===== src/hdl/slt_pkg.sv =====
`default_nettype none

package slt_pkg;

	localparam int LINE_BITS_DEF   = 20;
	localparam int NUMBER_BITS_DEF = 32;
	localparam int KW_COUNT        = 6;
	localparam int WORD_LEN_BITS   = 9;

	// Token kinds.
	localparam logic [1:0] KIND_NUMBER  = 2'd0;
	localparam logic [1:0] KIND_INSTR   = 2'd1;
	localparam logic [1:0] KIND_UNKNOWN = 2'd2;

	// Instruction codes; these are also the keyword indexes.
	localparam logic [2:0] INSTR_PUSH  = 3'd0;
	localparam logic [2:0] INSTR_PLUS  = 3'd1;
	localparam logic [2:0] INSTR_MINUS = 3'd2;
	localparam logic [2:0] INSTR_MUL   = 3'd3;
	localparam logic [2:0] INSTR_DIV   = 3'd4;
	localparam logic [2:0] INSTR_RET   = 3'd5;

	// Characters of interest.
	localparam logic [7:0] CH_NUL   = 8'h00;
	localparam logic [7:0] CH_TAB   = 8'h09;
	localparam logic [7:0] CH_LF    = 8'h0A;
	localparam logic [7:0] CH_VT    = 8'h0B;
	localparam logic [7:0] CH_FF    = 8'h0C;
	localparam logic [7:0] CH_CR    = 8'h0D;
	localparam logic [7:0] CH_SPACE = 8'h20;
	localparam logic [7:0] CH_HASH  = 8'h23;
	localparam logic [7:0] CH_PLUS  = 8'h2B;
	localparam logic [7:0] CH_MINUS = 8'h2D;
	localparam logic [7:0] CH_STAR  = 8'h2A;
	localparam logic [7:0] CH_SLASH = 8'h2F;
	localparam logic [7:0] CH_ZERO  = 8'h30;
	localparam logic [7:0] CH_NINE  = 8'h39;

	typedef enum logic [2:0] {
		PH_SKIP   = 3'b001,
		PH_DIGITS = 3'b010,
		PH_DONE   = 3'b100
	} slt_phase_t;

	typedef struct packed {
		logic       valid;
		logic [1:0] kind;
		logic [2:0] code;
	} slt_tok_t;

	function automatic logic [2:0] kw_len(input logic [2:0] k);
		logic [2:0] len;
		case (k)
			INSTR_PUSH: len = 3'd4;
			INSTR_RET:  len = 3'd3;
			INSTR_PLUS, INSTR_MINUS, INSTR_MUL, INSTR_DIV: len = 3'd1;
			default:    len = 3'd0;
		endcase
		return len;
	endfunction

	function automatic logic [7:0] kw_char(input logic [2:0] k, input logic [1:0] p);
		logic [7:0] ch;
		ch = CH_NUL;
		case (k)
			INSTR_PUSH: begin
				case (p)
					2'd0:    ch = 8'h70;
					2'd1:    ch = 8'h75;
					2'd2:    ch = 8'h73;
					default: ch = 8'h68;
				endcase
			end
			INSTR_PLUS:  if (p == 2'd0) ch = CH_PLUS;
			INSTR_MINUS: if (p == 2'd0) ch = CH_MINUS;
			INSTR_MUL:   if (p == 2'd0) ch = CH_STAR;
			INSTR_DIV:   if (p == 2'd0) ch = CH_SLASH;
			INSTR_RET: begin
				case (p)
					2'd0:    ch = 8'h72;
					2'd1:    ch = 8'h65;
					2'd2:    ch = 8'h74;
					default: ch = CH_NUL;
				endcase
			end
			default: ch = CH_NUL;
		endcase
		return ch;
	endfunction

endpackage

`default_nettype wire


===== src/hdl/slt_scan.sv =====
`default_nettype none

module slt_scan #(
	parameter int LINE_BITS   = slt_pkg::LINE_BITS_DEF,
	parameter int NUMBER_BITS = slt_pkg::NUMBER_BITS_DEF
) (
	input  wire logic                   clk,
	input  wire logic                   arst_n,
	input  wire logic                   en,
	input  wire logic [7:0]             char_byte,
	output slt_pkg::slt_tok_t           tok,
	output logic      [NUMBER_BITS-1:0] number_value,
	output logic      [LINE_BITS-1:0]   line_number
);
	import slt_pkg::*;

	logic [WORD_LEN_BITS-1:0] word_len_q, word_len_d;
	logic [KW_COUNT-1:0]      cand_q, cand_d;
	logic                     hash_q, hash_d;
	slt_phase_t               phase_q, phase_d;
	logic                     neg_q, neg_d;
	logic [NUMBER_BITS-1:0]   acc_q, acc_d;
	logic [LINE_BITS-1:0]     line_q, line_d;

	logic                   is_sep;
	logic                   is_digit;
	logic                   is_ws;
	logic [NUMBER_BITS-1:0] digit_val;
	logic                   found;

	assign is_sep    = (char_byte == CH_SPACE) || (char_byte == CH_LF) || (char_byte == CH_NUL);
	assign is_digit  = char_byte inside {[CH_ZERO:CH_NINE]};
	assign is_ws     = char_byte inside {CH_TAB, CH_VT, CH_FF, CH_CR};
	assign digit_val = NUMBER_BITS'(char_byte - CH_ZERO);

	always_comb begin
		word_len_d = word_len_q;
		cand_d     = cand_q;
		hash_d     = hash_q;
		phase_d    = phase_q;
		neg_d      = neg_q;
		acc_d      = acc_q;
		line_d     = line_q;
		if (!is_sep) begin
			if (word_len_q == '0 && char_byte == CH_HASH) begin
				hash_d = 1'b1;
			end else if (hash_q) begin
				case (phase_q)
					PH_SKIP: begin
						if (is_ws) begin
							phase_d = PH_SKIP;
						end else if (char_byte == CH_PLUS) begin
							phase_d = PH_DIGITS;
						end else if (char_byte == CH_MINUS) begin
							neg_d   = 1'b1;
							phase_d = PH_DIGITS;
						end else if (is_digit) begin
							acc_d   = digit_val;
							phase_d = PH_DIGITS;
						end else begin
							phase_d = PH_DONE;
						end
					end
					PH_DIGITS: begin
						if (is_digit) begin
							// Times ten as two shifts, wrapping at the accumulator width.
							acc_d = (acc_q << 3) + (acc_q << 1) + digit_val;
						end else begin
							phase_d = PH_DONE;
						end
					end
					default: phase_d = phase_q;
				endcase
			end
			for (int k = 0; k < KW_COUNT; k++) begin
				if (word_len_q >= WORD_LEN_BITS'(kw_len(3'(k))) ||
				    kw_char(3'(k), word_len_q[1:0]) != char_byte) begin
					cand_d[k] = 1'b0;
				end
			end
			if (word_len_q != '1) begin
				word_len_d = word_len_q + 1'b1;
			end
		end else begin
			word_len_d = '0;
			cand_d     = '1;
			hash_d     = 1'b0;
			phase_d    = PH_SKIP;
			neg_d      = 1'b0;
			acc_d      = '0;
			if (char_byte == CH_LF) begin
				if (line_q != '1) begin
					line_d = line_q + 1'b1;
				end
			end else if (char_byte == CH_NUL) begin
				line_d = LINE_BITS'(1);
			end
		end
	end

	// The token that a separator closes, from the state before it.
	always_comb begin
		tok.valid    = is_sep && (word_len_q != '0);
		tok.kind     = KIND_UNKNOWN;
		tok.code     = INSTR_PUSH;
		number_value = '0;
		found        = 1'b0;
		if (hash_q) begin
			tok.kind     = KIND_NUMBER;
			number_value = neg_q ? (~acc_q + 1'b1) : acc_q;
		end else begin
			for (int k = 0; k < KW_COUNT; k++) begin
				if (!found && cand_q[k] && word_len_q == WORD_LEN_BITS'(kw_len(3'(k)))) begin
					found    = 1'b1;
					tok.kind = KIND_INSTR;
					tok.code = 3'(k);
				end
			end
		end
	end

	assign line_number = line_q;

	always_ff @(posedge clk or negedge arst_n) begin
		if (!arst_n) begin
			word_len_q <= '0;
			cand_q     <= '1;
			hash_q     <= 1'b0;
			phase_q    <= PH_SKIP;
			neg_q      <= 1'b0;
			acc_q      <= '0;
			line_q     <= LINE_BITS'(1);
		end else if (en) begin
			word_len_q <= word_len_d;
			cand_q     <= cand_d;
			hash_q     <= hash_d;
			phase_q    <= phase_d;
			neg_q      <= neg_d;
			acc_q      <= acc_d;
			line_q     <= line_d;
		end
	end

endmodule

`default_nettype wire


===== src/hdl/stack_language_tokenizer_core.sv =====
// Channel  Dir  Request content (tdata, lowest bit first)
// s_axis   in   char_byte[7:0]
// m_axis   out  token_kind[1:0], instr_code[2:0], number_value, line_number, zero fill
//
// One text byte is taken every cycle while m_axis does not stall; a byte waits in the
// input register, and a token is written to the output register as its separator leaves it.
// The word state updates as the byte leaves the input register, so each byte needs
// only the single pass through the scanner logic.
// arst_n clears the valid bits of both registers and the word state, and sets the line to 1.
// When m_axis stalls with a token held, s_axis_tready drops once the input register is full.
`default_nettype none

module stack_language_tokenizer_core #(
	parameter int LINE_BITS   = slt_pkg::LINE_BITS_DEF,
	parameter int NUMBER_BITS = slt_pkg::NUMBER_BITS_DEF,
	localparam int OUT_BITS   = 5 + NUMBER_BITS + LINE_BITS,
	localparam int OUT_W      = ((OUT_BITS + 7) / 8) * 8
) (
	input  wire logic             clk,
	input  wire logic             arst_n,
	input  wire logic             s_axis_tvalid,
	output logic                  s_axis_tready,
	input  wire logic [7:0]       s_axis_tdata,  // char_byte
	output logic                  m_axis_tvalid,
	input  wire logic             m_axis_tready,
	output logic      [OUT_W-1:0] m_axis_tdata   // token_kind, instr_code, number_value,
	                                             // line_number, zero fill
);
	import slt_pkg::*;

	logic                   valid_s1;
	logic [7:0]             byte_s1;
	logic                   advance;
	slt_tok_t               tok;
	logic [NUMBER_BITS-1:0] value;
	logic [LINE_BITS-1:0]   line;
	logic                   out_valid_q;
	logic [OUT_BITS-1:0]    out_data_q;

	assign advance       = !out_valid_q || m_axis_tready;
	assign s_axis_tready = !valid_s1 || advance;

	slt_scan #(
		.LINE_BITS   (LINE_BITS),
		.NUMBER_BITS (NUMBER_BITS)
	) u_scan (
		.clk          (clk),
		.arst_n       (arst_n),
		.en           (valid_s1 && advance),
		.char_byte    (byte_s1),
		.tok          (tok),
		.number_value (value),
		.line_number  (line)
	);

	always_ff @(posedge clk or negedge arst_n) begin
		if (!arst_n) begin
			valid_s1 <= 1'b0;
		end else if (s_axis_tready) begin
			valid_s1 <= s_axis_tvalid;
		end
	end

	always_ff @(posedge clk) begin
		if (s_axis_tvalid && s_axis_tready) begin
			byte_s1 <= s_axis_tdata;
		end
	end

	always_ff @(posedge clk or negedge arst_n) begin
		if (!arst_n) begin
			out_valid_q <= 1'b0;
		end else if (advance) begin
			out_valid_q <= valid_s1 && tok.valid;
		end
	end

	always_ff @(posedge clk) begin
		if (advance && valid_s1 && tok.valid) begin
			out_data_q <= {line, value, tok.code, tok.kind};
		end
	end

	assign m_axis_tvalid = out_valid_q;
	assign m_axis_tdata  = OUT_W'(out_data_q);

endmodule

`default_nettype wire


===== config.mk =====
export PLATFORM = sky130hd
export DESIGN_NAME = stack_language_tokenizer_core
export DESIGN_NICKNAME = d
export VERILOG_FILES = /design/src/hdl/slt_pkg.sv /design/src/hdl/slt_scan.sv /design/src/hdl/stack_language_tokenizer_core.sv
export SDC_FILE = /design/constraint.sdc
export NUM_CORES = 1
export LEC_CHECK = 0
export ABC_AREA = 1
export BUFFER_PORTS_ARGS = -buffer_cell sky130_fd_sc_hd__buf_2
export CORE_MARGIN = 2
export CORE_UTILIZATION = 60
export CTS_CLUSTER_DIAMETER = 40
export DETAILED_ROUTE_END_ITERATION = 8
export PLACE_DENSITY = 0.8
export SYNTH_ARGS = -nofsm -noshare
export SYNTH_HDL_FRONTEND = slang
export SYNTH_HIERARCHICAL = 1
export SYNTH_SLANG_ARGS = --single-unit

===== constraint.sdc =====
create_clock -name clk -period 5.8 [get_ports clk]
set_clock_uncertainty 0.1 [all_clocks]
set_input_delay 0.29 -clock clk [delete_from_list [all_inputs] [get_ports clk]]
set_output_delay 0.29 -clock clk [all_outputs]
set_load 0.01 [all_outputs]

==> impl_results.md, run 1 <==
* Max stage delay on crit path at 500 ps
* Initial Util at 0.609
* Layout cells sized above 1 at 0.100
* WHS at 24.2 ps
* M2 GR Usage at 0.438
* # diodes at 0
* DP HPWL at 19800 um
* Final antenna-violating net count at 0
* Hold EP: m_axis_tvalid
* Synth async-reset ratio at 0.532
* Cell Pwr Density at 254 mW/mm^2
* Fillers at 1458
* Fin. Hold Viols at 0
* MaxCap Viol Count at 0
* Max IR drop VDD at 233 uV
* Clock sink count at 139
* Relative slew slack at 0.377
* Setup TNS Final at 0 ps
* RSZ-0062 raised after global routing: no
* FF-to-FF End: u_scan/acc_q[28]
* I/O pins at 78
* Remaining DRCs at 0
* Max FO, Critical Path at 25
* DR vias at 9726
* Hold Crit Class: input port to flip-flop
* Worst path top cell family by delay: adder cells
* Critical Path RT at 6010 ps
* Synth Register Bits at 139
* Worst reg-to-reg path cell count at 15
* DRT Pass-1 Iters at 6
* Reg-to-reg slack, setup at 2170 ps
* Seq. cell area at 0.00381 mm^2
* Initial antenna violation count at 0
* Max frequency at 0.275 GHz
* Total core area at 0.0172 mm^2
* CP most frequent cell: nand2_1
* Grt met1 use at 0.444
* Setup crit end kind: flip-flop
* Status: finished, final reports clean
* Syn Area/Cell at 7.32 um^2
* Largest net degree at the start of global routing at 75
* Die height at 136 um
* Clock latency on the worst-skew pair at 430 ps
* Cells after Synth at 1429
* Final setup fails at 0
* Final slew viol count at 0
* GRT overflow at 0
* CTS max path bufs at 2
* Part of the Yosys area used for sequential elements at 0.365
* Hold_sp: m_axis_tready
* Total track usage at 0.298
* Worst slew pin tran at 934 ps
* Crit share post-route at 0.626
* Startpoint Class: flip-flop
* Setup bufs post-CTS at 0
* TritonCTS clock tree: yes
* Commonest non-fill, non-tap cell in the layout: nand2_1
* Root Buffer: clkbuf_16
* Level count of the clock H-tree at 4
* Launch point of the worst path: byte_s1[4]
* Worst Path Buf+Inv at 2
* Clock transition at path regs at 70 ps
* Die width at 136 um
* CTS Buf Count at 17
* Post-cts sizing count at 0
* Crit path DAT at 3840 ps
* Yosys cell types at 48
* Die area at 0.0185 mm^2
* Syn Std Cell Area at 0.0105 mm^2
* Most frequent cells in the layout: nand2_1, inv_1, nor2_1
* Vias per cell at 5.59
* Slowest-stage cell, CP: fa_1
* Multi-input logic area at 0.00574 mm^2
* Final min period at 3630 ps
* Yosys warns at 6
* Critical path class: flip-flop to flip-flop
* Vias in the first global route at 8765
* Area growth, synth to finish at 11.9%
* Drt first-iter violations at 1016
* CP cell instances: ha_1 -> nor2_2 -> buf_4 -> fa_1 -> ha_1 -> nand2_1 -> inv_1 -> a21oi_1 -> nand3_1 -> nand2_1 -> nand3_1 -> nand2_1 -> nand3_1 -> nand2_1 -> nand2_1
* WL/cell at 15.3 um
* Met3 Use GR at 0.0652
* Dominant synthesized flop cell: dfrtp_1
* Global route hottest layer: met1
* Pleak at 5.83 nW
* Net total in the final layout at 1587
* Port Buffers at 70
* Row count at 48
* Placer Congestion at 0.976
* First-pass GRT wire length at 43100 um
* Reg-to-Reg Start: byte_s1[4]
* Placed Cells at 1698
* Post-synth EDFFs at 65
* Post-Layout Cell Count at 1740
* Overall routed net length at 26600 um
* Worst Hold Depth at 4
worst max-delay path by stage:
stage,cells past startpoint,slack [ps],end
CTS,15,2220,u_scan/acc_q[28]
detailed placement,15,2230,u_scan/acc_q[28]
floorplan,11,1300,out_data_q[0]
finish,15,2170,u_scan/acc_q[28]
global placement,14,2250,u_scan/acc_q[22]
global route,15,1990,u_scan/acc_q[28]
worst register-to-register path, cell delays in order, from the launching register on:
cell	delay, ps
edfxtp_1	460
ha_1	310
nor2_2	120
buf_4	380
fa_1	510
ha_1	380
nand2_1	150
inv_1	50
a21oi_1	280
nand3_1	220
nand2_1	140
nand3_1	80
nand2_1	70
nand3_1	130
nand2_1	100
nand2_1	50
final cells by class:
class / instances / share of cell area
multi-input cells: 1064 / 0.491
well taps: 225 / 0.0241
flip-flops and latches: 139 / 0.326
clock inverters: 15 / 0.0188
repair buffers: 84 / 0.0413
inverters: 196 / 0.0629
clock buffers: 17 / 0.0364
cell usage after synthesis, types with 3 or more instances:
| cell type | instances | area [um^2] |
|---|---|---|
| o21bai_1 | 6 | 45.0 |
| buf_4 | 13 | 97.6 |
| nor3_2 | 3 | 30.0 |
| nand2_1 | 434 | 1630 |
| a21oi_1 | 61 | 305 |
| edfxtp_1 | 65 | 1950 |
| o21ai_0 | 70 | 350 |
| nor3_1 | 31 | 155 |
| clkbuf_1 | 12 | 45.0 |
| a211oi_1 | 4 | 30.0 |
| nor2_1 | 149 | 559 |
| o31ai_1 | 4 | 30.0 |
| ha_1 | 44 | 551 |
| nand2_2 | 6 | 37.5 |
| dfstp_2 | 8 | 210 |
| xor2_1 | 26 | 228 |
| nor4_1 | 6 | 37.5 |
| or2_2 | 6 | 37.5 |
| o21ai_1 | 4 | 20.0 |
| inv_1 | 188 | 706 |
| fa_1 | 29 | 581 |
| nor2_4 | 5 | 56.3 |
| nand4_1 | 33 | 206 |
| inv_2 | 8 | 30.0 |
| xnor2_1 | 9 | 78.8 |
| buf_2 | 8 | 40.0 |
| nand3b_1 | 3 | 22.5 |
| dfrtp_1 | 66 | 1650 |
| nand3_1 | 102 | 510 |
cell families (layout without fill, tap and decap cells):
group	Yosys count	in the layout	share of synthesized area
compound gates	160	160	0.0837
xor+xnor	35	35	0.0293
fa+ha+maj	73	73	0.108
buf+inv	232	312	0.0896
flops	139	139	0.365
other cells	1	7	0.000359
simple gates	789	789	0.324
state kept, by name (all words and copies together) (netlist names):
signal and cells:
u_scan/word_len_q 9, u_scan/line_number 20, m_axis_tvalid 1, u_scan/hash_q 1, out_data_q 57, u_scan/neg_q 1, byte_s1 8, valid_s1 1
u_scan/acc_q 32, u_scan/cand_q 6, u_scan/phase_q 3
stage by stage:
step	area (um^2)	power (mW)	setup WS [ps]	util
2_1_floorplan	10500	1.60	1300	-
6_report	11700	2.97	2170	0.681
3_5_place_dp	11000	1.78	2230	0.638
4_1_cts	11700	2.96	2220	0.681
5_1_grt	11700	3.10	1990	0.681
3_3_place_gp	11000	1.77	2250	0.638
power breakdown:
| part | switching [mW] | internal (mW) | total, mW | leakage, nW |
|---|---|---|---|---|
| registers | 0.0524 | 1.06 | 1.12 | 1.58 |
| logic | 0.464 | 0.215 | 0.679 | 3.93 |
| clock network | 0.473 | 0.703 | 1.18 | 0.317 |
metal layers:
metal,vias up,wire length (um)
li1,4762,-
met1,4423,12000
met2,492,11500
met3,49,2610
met4,0,477
met5,-,0
timing repair:
item / CTS / global route
hold buffers: 10 / 0
endpoints found under the hold margin: 75 / 0
endpoints found under the setup margin: 0 / 0
Note: power is estimated with default switching activity, not from simulation.
==> run 2: changes to the inputs <==
clock period = 3.7 ns   (was 5.8 ns; I/O delays follow)
==> run 2 against run 1 <==
The run now ends with design-rule violations left. Total power up 52%. Core utilization up 0.21 points. Die area unchanged. Cell count up 0.34%. Global-route usage down 0.25 points. Count of clock-buffer cells in the layout unchanged. Highest routed layer unchanged.
==> impl_results.md, run 2 (synthesized netlist as in run 1, its figures left out) <==
* Status: complete, but fails checks (was finished, final reports clean)
* Failing checks: design-rule violations
* Net Switching at 1.55 mW (was 0.989 mW)
* Max frequency at 0.288 GHz (was 0.275 GHz)
* Internal power at 2.97 mW (was 1.98 mW)
* Relative slew slack at 0.328 (was 0.377)
* Logic pwr share at 0.230 (was 0.229)
* Critical Path RT at 3910 ps (was 6010 ps)
* TritonCTS clock tree: yes (unchanged)
* DR vias at 9800 (was 9726)
* Overall routed net length at 26800 um (was 26600 um)
* Hold Crit Class: input port to asynchronous set/reset pin (was input port to flip-flop)
* Final min period at 3470 ps (was 3630 ps)
* WHS at 327 ps (was 24.2 ps)
* Pleak at 5.85 nW (was 5.83 nW)
* Critical path class: flip-flop to flip-flop (unchanged)
* Final setup fails at 0 (unchanged)
* Vias in the first global route at 8710 (was 8765)
* Setup crit end kind: flip-flop (unchanged)
* Crit share post-route at 0.939 (was 0.626)
* Final core utilization at 0.683 (was 0.681)
* Fin. Hold Viols at 0 (unchanged)
* Worst slew pin tran at 1010 ps (was 934 ps)
* Final antenna-violating net count at 0 (unchanged)
* Final slew viol count at 0 (unchanged)
* Clock latency on the worst-skew pair at 430 ps (about the same)
* Routed wire length on met3 at 2370 um (was 2610 um)
* WL/cell at 15.4 um (was 15.3 um)
* Area growth, synth to finish at 12.3% (was 11.9%)
* Post-DP Area at 0.0110 mm^2 (about the same)
* Sequential power share at 0.385 (was 0.376)
* Most frequent cells in the layout: nand2_1, inv_1, nor2_1 (unchanged)
* RSZ-0062 raised after global routing: no (unchanged)
* Max FO, Critical Path at 25 (unchanged)
* DP HPWL at 19700 um (was 19800 um)
* MaxCap Viol Count at 0 (unchanged)
* Top Layer Used: met4 (unchanged)
* Slowest-stage cell, CP: edfxtp_1 (was fa_1)
* DRT Pass-1 Iters at 8 (was 6)
* Drt first-iter violations at 902 (was 1016)
* Root Buffer: clkbuf_16 (unchanged)
* Clock transition at path regs at 70 ps (about the same)
* Metal2 WL at 11900 um (was 11500 um)
* Port Buffers at 70 (unchanged)
* Worst path top cell family by delay: adder cells (unchanged)
* Startpoint Class: flip-flop (unchanged)
* CP cell instances: ha_1 -> nor2_2 -> buf_12 -> fa_1 -> ha_1 -> nand2_1 -> inv_1 -> a21oi_1 -> nand3_1 -> nand2_1 -> nand2_1 -> nand2_1 -> nand3_1 -> nand2_1 -> nand2_1 (was ha_1 -> nor2_2 -> buf_4 -> fa_1 -> ha_1 -> nand2_1 -> inv_1 -> a21oi_1 -> nand3_1 -> nand2_1 -> nand3_1 -> nand2_1 -> nand3_1 -> nand2_1 -> nand2_1)
* Worst reg-to-reg path cell count at 15 (unchanged)
* CTS Buf Count at 17 (unchanged)
* WP depth at 15 (unchanged)
* First-pass GRT wire length at 42600 um (was 43100 um)
* Switching Share at 0.343 (was 0.333)
* Row count at 48 (unchanged)
* Design Power at 4.52 mW (was 2.97 mW)
* # diodes at 0 (unchanged)
* Die area at 0.0185 mm^2 (unchanged)
* Total core area at 0.0172 mm^2 (unchanged)
* Remaining DRCs at 1 (was 0)
* Fillers at 1450 (was 1458)
* Crit path DAT at 3690 ps (was 3840 ps)
* Setup TNS Final at 0 ps (unchanged)
* CTS max path bufs at 2 (unchanged)
* Flip-flop count of the largest register after layout at 57 (unchanged)
* Clk network pwr share at 0.385 (was 0.396)
* CP most frequent cell: nand2_1 (unchanged)
* Commonest non-fill, non-tap cell in the layout: nand2_1 (unchanged)
* Initial antenna violation count at 0 (unchanged)
* Placer Congestion at 1.02 (was 0.976)
* WL met1 at 12000 um (about the same)
* Worst Path Buf+Inv at 2 (unchanged)
* Die width at 136 um (unchanged)
* Max stage delay on crit path at 460 ps (was 500 ps)
* Total track usage at 0.295 (was 0.298)
* Initial Util at 0.609 (unchanged)
* Biggest register: out_data_q (unchanged)
* Level count of the clock H-tree at 4 (unchanged)
* Largest net degree at the start of global routing at 75 (unchanged)
* Max IR drop VDD at 348 uV (was 233 uV)
* Final design area excluding fillers at 0.0117 mm^2 (about the same)
* Layout cells sized above 1 at 0.105 (was 0.100)
* Vias per cell at 5.61 (was 5.59)
* Setup bufs post-CTS at 0 (unchanged)
* Cell Pwr Density at 385 mW/mm^2 (was 254 mW/mm^2)
* Net total in the final layout at 1593 (was 1587)
* GRT overflow at 0 (unchanged)
* Clock sink count at 139 (unchanged)
* Die height at 136 um (unchanged)
* I/O pins at 78 (unchanged)
## run 2: power by group through the flow
stage	combinational, mW	sequential (mW)	clock [mW]
2_1_floorplan	0.756	1.75	0
3_3_place_gp	0.981	1.77	0
3_5_place_dp	0.990	1.77	0
4_1_cts	1.02	1.74	1.75
5_1_grt	1.15	1.75	1.82
6_report	1.04	1.74	1.74
## run 2: repair_timing
item | CTS | global route
hold buffers | 12 | 0
endpoints found under the setup margin | 0 | 3
gates resized for setup | 0 | 3
endpoints found under the hold margin | 76 | 0
## run 2: routing by layer
layer / track usage / vias to the layer above
met5: 0 / -
met1: 0.429 / 4516
li1: - / 4775
met4: 0.0816 / 0
met2: 0.455 / 456
met3: 0.0552 / 53
## run 2: worst paths after layout
path                                   from                      to  slack (ps)
max in group asynchronous            arst_n        u_scan/acc_q[25]        2490
min reg2reg                u_scan/cand_q[0]        u_scan/cand_q[0]         370
max                              byte_s1[4]        u_scan/acc_q[29]         230
min                                  arst_n  u_scan/line_number[10]         330
min in group clk            s_axis_tdata[2]              byte_s1[2]         360
max reg2reg                      byte_s1[4]        u_scan/acc_q[29]         230
## run 2: area by class of cell
cell class | instances | area, um^2 | area share
Multi-Input combinational cell | 1064 | 5750 | 0.490
Sequential cell | 139 | 3810 | 0.325
Inverter | 196 | 736 | 0.0627
Timing Repair Buffer | 90 | 558 | 0.0475
Clock buffer | 17 | 425 | 0.0362
Tap cell | 225 | 282 | 0.0240
Clock inverter | 15 | 173 | 0.0147
## run 2: per-stage QoR
| stage | setup slack [ps] | instances |
|---|---|---|
| 2_1_floorplan | 70.6 | 1435 |
| 6_report | 226 | 1746 |
| 4_1_cts | 300 | 1746 |
| 3_3_place_gp | 349 | 1702 |
| 5_1_grt | 35.0 | 1746 |
| 3_5_place_dp | 314 | 1702 |
